`src/rtl/core/dsa_ram.sv`:
```
// generic single-write, single-read ram with registered read data
module dsa_ram #(
  parameter int W     = 8,
  parameter int DEPTH = 256
) (
  input  logic                     clk,
  input  logic                     we,
  input  logic [$clog2(DEPTH)-1:0] waddr,
  input  logic [W-1:0]             wdata,
  input  logic [$clog2(DEPTH)-1:0] raddr,
  output logic [W-1:0]             rdata
);

  logic [W-1:0] mem [DEPTH];

  always_ff @(posedge clk) begin
    if (we) begin
      mem[waddr] <= wdata;
    end
    rdata <= mem[raddr];
  end

endmodule

```
`config.mk`:
```
export PLATFORM = sky130hd
export DESIGN_NAME = dsa_ram
export DESIGN_NICKNAME = d
export VERILOG_FILES = /design/src/rtl/core/dsa_ram.sv
export SDC_FILE = /design/constraint.sdc
export NUM_CORES = 2
export LEC_CHECK = 0
export BUFFER_PORTS_ARGS = -buffer_cell sky130_fd_sc_hd__buf_2
export CORE_MARGIN = 2
export CORE_UTILIZATION = 40
export DETAILED_ROUTE_END_ITERATION = 12
export PLACE_DENSITY = 0.65
export SETUP_SLACK_MARGIN = 0.1
export SYNTH_ARGS = -nofsm -noshare
export SYNTH_HDL_FRONTEND = slang
export SYNTH_SLANG_ARGS = --single-unit
```
`constraint.sdc`:
```
create_clock -name clk -period 2.31 [get_ports clk]
set_input_delay 0.462 -clock clk [delete_from_list [all_inputs] [get_ports clk]]
set_output_delay 0.462 -clock clk [all_outputs]
set_load 0.02 [all_outputs]
```
# After elaboration in Yosys (flattened, before gate mapping)
# Memory sizes are Yosys's and may differ from the RTL's. A register that Yosys moved wholly into a read port is not among the register bits.
# Index checks and enable logic that the tools add are counted.
[classes]
muxes = 2
[op_table]
columns = ["operator", "count"]
rows = [
  ["1-bit two-way mux", 2],
]
[word_totals]
register_bits = 0
wordCells = 3
output_inout_bits = 8
mem_count = 1
inputBits = 26
mem_bits_rw = 2048
[memory_table]
columns = ["name", "words", "width", "read_ports", "rd_clocked_by_memory_dff", "write_ports", "line", "source"]
rows = [
  ["mem", 256, 8, 1, 1, 1, "14", "logic [W-1:0] mem [DEPTH];"],
]

# Longest topological paths before layout
[logic_depth]
word_depth = 2
ltp_mapped = 11
ltp_nobuf = 6

# Least setup slack after synthesis
# No wires, ideal clock.
[synth_timing]
path_type = "input-to-reg"
from = "in raddr[0]"
to = "reg rdata[2] (read register of mem)"
setup_slack_ns = -0.090
t_arrival_ns = 2.269
setup_ns = 0.131
cell_stages = 9
cell_sequence = "buf_6 > buf_12 > buf_8 > buf_2 > mux4_2 > a22oi_1 > a21oi_1 > nor4_1 > nor4_2"
[synth_lines]
columns = ["element", "line", "source"]
rows = [
  ["from (decl)", "10", "input logic [$clog2(DEPTH)-1:0] raddr,"],
  ["to (decl)", "11", "output logic [W-1:0] rdata"],
]

==> reports/metrics.cfg <==
[logic_synthesis]
synth_cell_types=55
synth-seq-cells=2056
synth_async_sr_flop_share_pct=0
synth_area_um2=79560
synth_edf_count=2048
yosys_warnings=0
seq_area_frac_synth_pct=77.50
synthCells=3733
synth_top_flop_cell=edfxtp_1
synth_nets=3759
synth_area_per_cell_um2=21.31

[clocking]
cts_tree=yes
path_clk_slew_ns=0.06
cts.sinks=2056
clockBufferDepth=3
htree_levels=4
root_buffer=clkbuf_16
clk_latency_ns=0.83
cts_made_buffers=201

[drt]
drt_first_pass_iters=6
wl_mm=201.7
drc_errors=0
routed_via_density=5.654
antenna_left=0
drtIter0Drc=5126
routedWlPerCell_um=27.64
vias=41270

[place]
port-buffer-count=33
dp.cells=6922
place.gp.congestion=0.9321
post-place-ws_ns=-1.035
dp_hpwl_mm=133.7

[global_route]
grt_pass1_wl_mm=292.0
antenna_found_initial=12
grt.total_usage_pct=19.67
grt_max_degree=98
grt_pass1_vias=41320
grt_overflow=0

[cells_and_area]
fin_cells=7299
syn_to_final_growth_pct=20.27
nets=4521
drive_gt1_share_pct=34.39

[power]
p_per_area_nw_per_um2=812.2
ir_drop_mv=0.7785
p_leak_nw=30.96

[die]
die_area_um2=202500
rows=163
ioPinCount=34
core_um2=197400
fp.dieW_um=450.0
initial_core_util_pct=40.30
chipHeight_um=450.0

[sta]
fmaxAchievable_mhz=417.8
hold_slack_ns=0.05767
report.final.slew_viol_count=0
setup_slack_ns=-0.08338
rsz0062_at_grt=true
slew_headroom_pct=24.72
final.period_utilization_pct=103.6
min_period_ns=2.393
setup_viol=1
fin_worst_skew_ns=0.02617
worst_pin_slew_ns=1.125
hold_viol=0

[worst_setup_path]
worstPathMaxFanout=21
arrival_ns=3.11
worstSetupStartpointType=primary input
crit_type=in -> reg
critPathRequiredTime_ns=3.03
endpoint_kind=register

[min_path]
hp-class=in -> reg

[run_status]
violations=setup timing
status=finished, violations left

[flow_run]
max_cap_violations=0

critical path, stage by stage:
cell      delay (ns)
buf_8           0.19
buf_16          0.22
buf_12          0.22
mux4_2          0.55
o211ai_1        0.32
nand3_1         0.19
nor4_4          0.62
buf_4           0.22
nor4_2          0.04
state kept, by name, indices dropped and copies added (netlist names):
name	flops
rdata	8
mem	2048
area by class of cell:
cell class,instances,area [um^2]
Timing Repair Buffer,792,7385
Inverter,2,7.507
Antenna cell,6,15.01
Multi-Input combinational cell,1442,16930
Clock buffer,251,5303
Clock inverter,110,1076
Tap cell,2640,3303
Fill cell,16020,101700
Sequential cell,2056,61660
per-layer routing:
| layer | vias up | track usage (%) | share of wire, % |
|---|---|---|---|
| li1 | 17220 | - | - |
| met1 | 21920 | 27.29 | 40 |
| met2 | 1798 | 31.64 | 48 |
| met3 | 328 | 3.580 | 7.9 |
| met4 | 0 | 6.281 | 3.2 |
| met5 | - | 0 | 0 |
layout by cell type (no fill, tap or decap), drive strengths merged, types with 6 or more instances in the layout:
cell type,n
a211oi,16
a21oi,96
a221oi,14
a22o,8
a22oi,133
and2,6
buf,786
bufinv,16
clkbuf,256
clkinv,82
clkinvlp,7
dfxtp,8
diode,6
edfxtp,2048
inv,7
mux2i,134
mux4,456
nand2,33
nand2b,8
nand3,34
nand4,10
nor2,282
nor2b,31
nor3,22
nor4,27
o211ai,10
o21ai,12
o221ai,47
o22ai,28
report_power, final:
part | internal (W) | leakage [nW] | total [W] | switching, W
Sequential | 0.0411 | 18.5 | 0.0412 | 0.000105
Clock | 0.0181 | 3.10 | 0.0319 | 0.0139
Combinational | 0.00193 | 9.39 | 0.00457 | 0.00264
Total | 0.0611 | 31.0 | 0.0777 | 0.0166
worst paths after layout:
path	cells past startpoint	slack [ns]	endpoint	start
hold reg to reg	5	1.04	rdata[4]	mem[202][4]
setup reg to reg	6	-0.06	rdata[0]	mem[51][0]
setup / recovery	9	-0.08	rdata[0]	raddr[0]
hold / removal	1	0.06	mem[97][4]	wdata[4]
timing repair:
item	CTS	global route
buffers inserted	0	6
endpoints found under the setup margin	8	8
hold endpoints to repair	4	0
hold buffers	1	0
pin swaps	4	17
resized for setup	37	38
cloned	0	3
cells in the mapped netlist, drive strengths merged (10+ instances only):
cell type	count	area share, %
nand3	34	0.21
o211ai	10	0.094
nand4	10	0.079
a21oi	96	0.60
o22ai	28	0.22
o21ai	12	0.075
mux2i	134	1.7
buf	122	1.3
o221ai	47	0.53
clkbuf	111	0.52
edfxtp	2048	77
a22oi	133	1.3
nor3	22	0.14
a211oi	16	0.15
mux4	456	13
nor2b	31	0.24
a221oi	14	0.16
nor2	282	1.3
nor4	27	0.24
nand2	33	0.16
logic make-up (layout without fill, tap and decap cells):
logic type	Yosys count	after routing	synth area share, %
compound gates	385	385	3.419
flops	2056	2056	77.50
mux	591	591	14.62
other cells	0	6	0
simple gates	466	466	2.628
buf+inv	235	1155	1.831
stage by stage:
step / area (um^2) / util [%] / power, W / TNS, ns
5_1_grt: 95680 / 48.46 / 0.07984 / -0.04940
6_report: 95680 / 48.47 / 0.07771 / -0.08338
2_1_floorplan: 79870 / - / 0.04404 / 0
3_5_place_dp: 88730 / 44.94 / 0.04643 / -13.98
4_1_cts: 95320 / 48.28 / 0.07809 / 0
3_3_place_gp: 88730 / 44.94 / 0.04636 / -13.09
(Power assumes the default switching activity.)
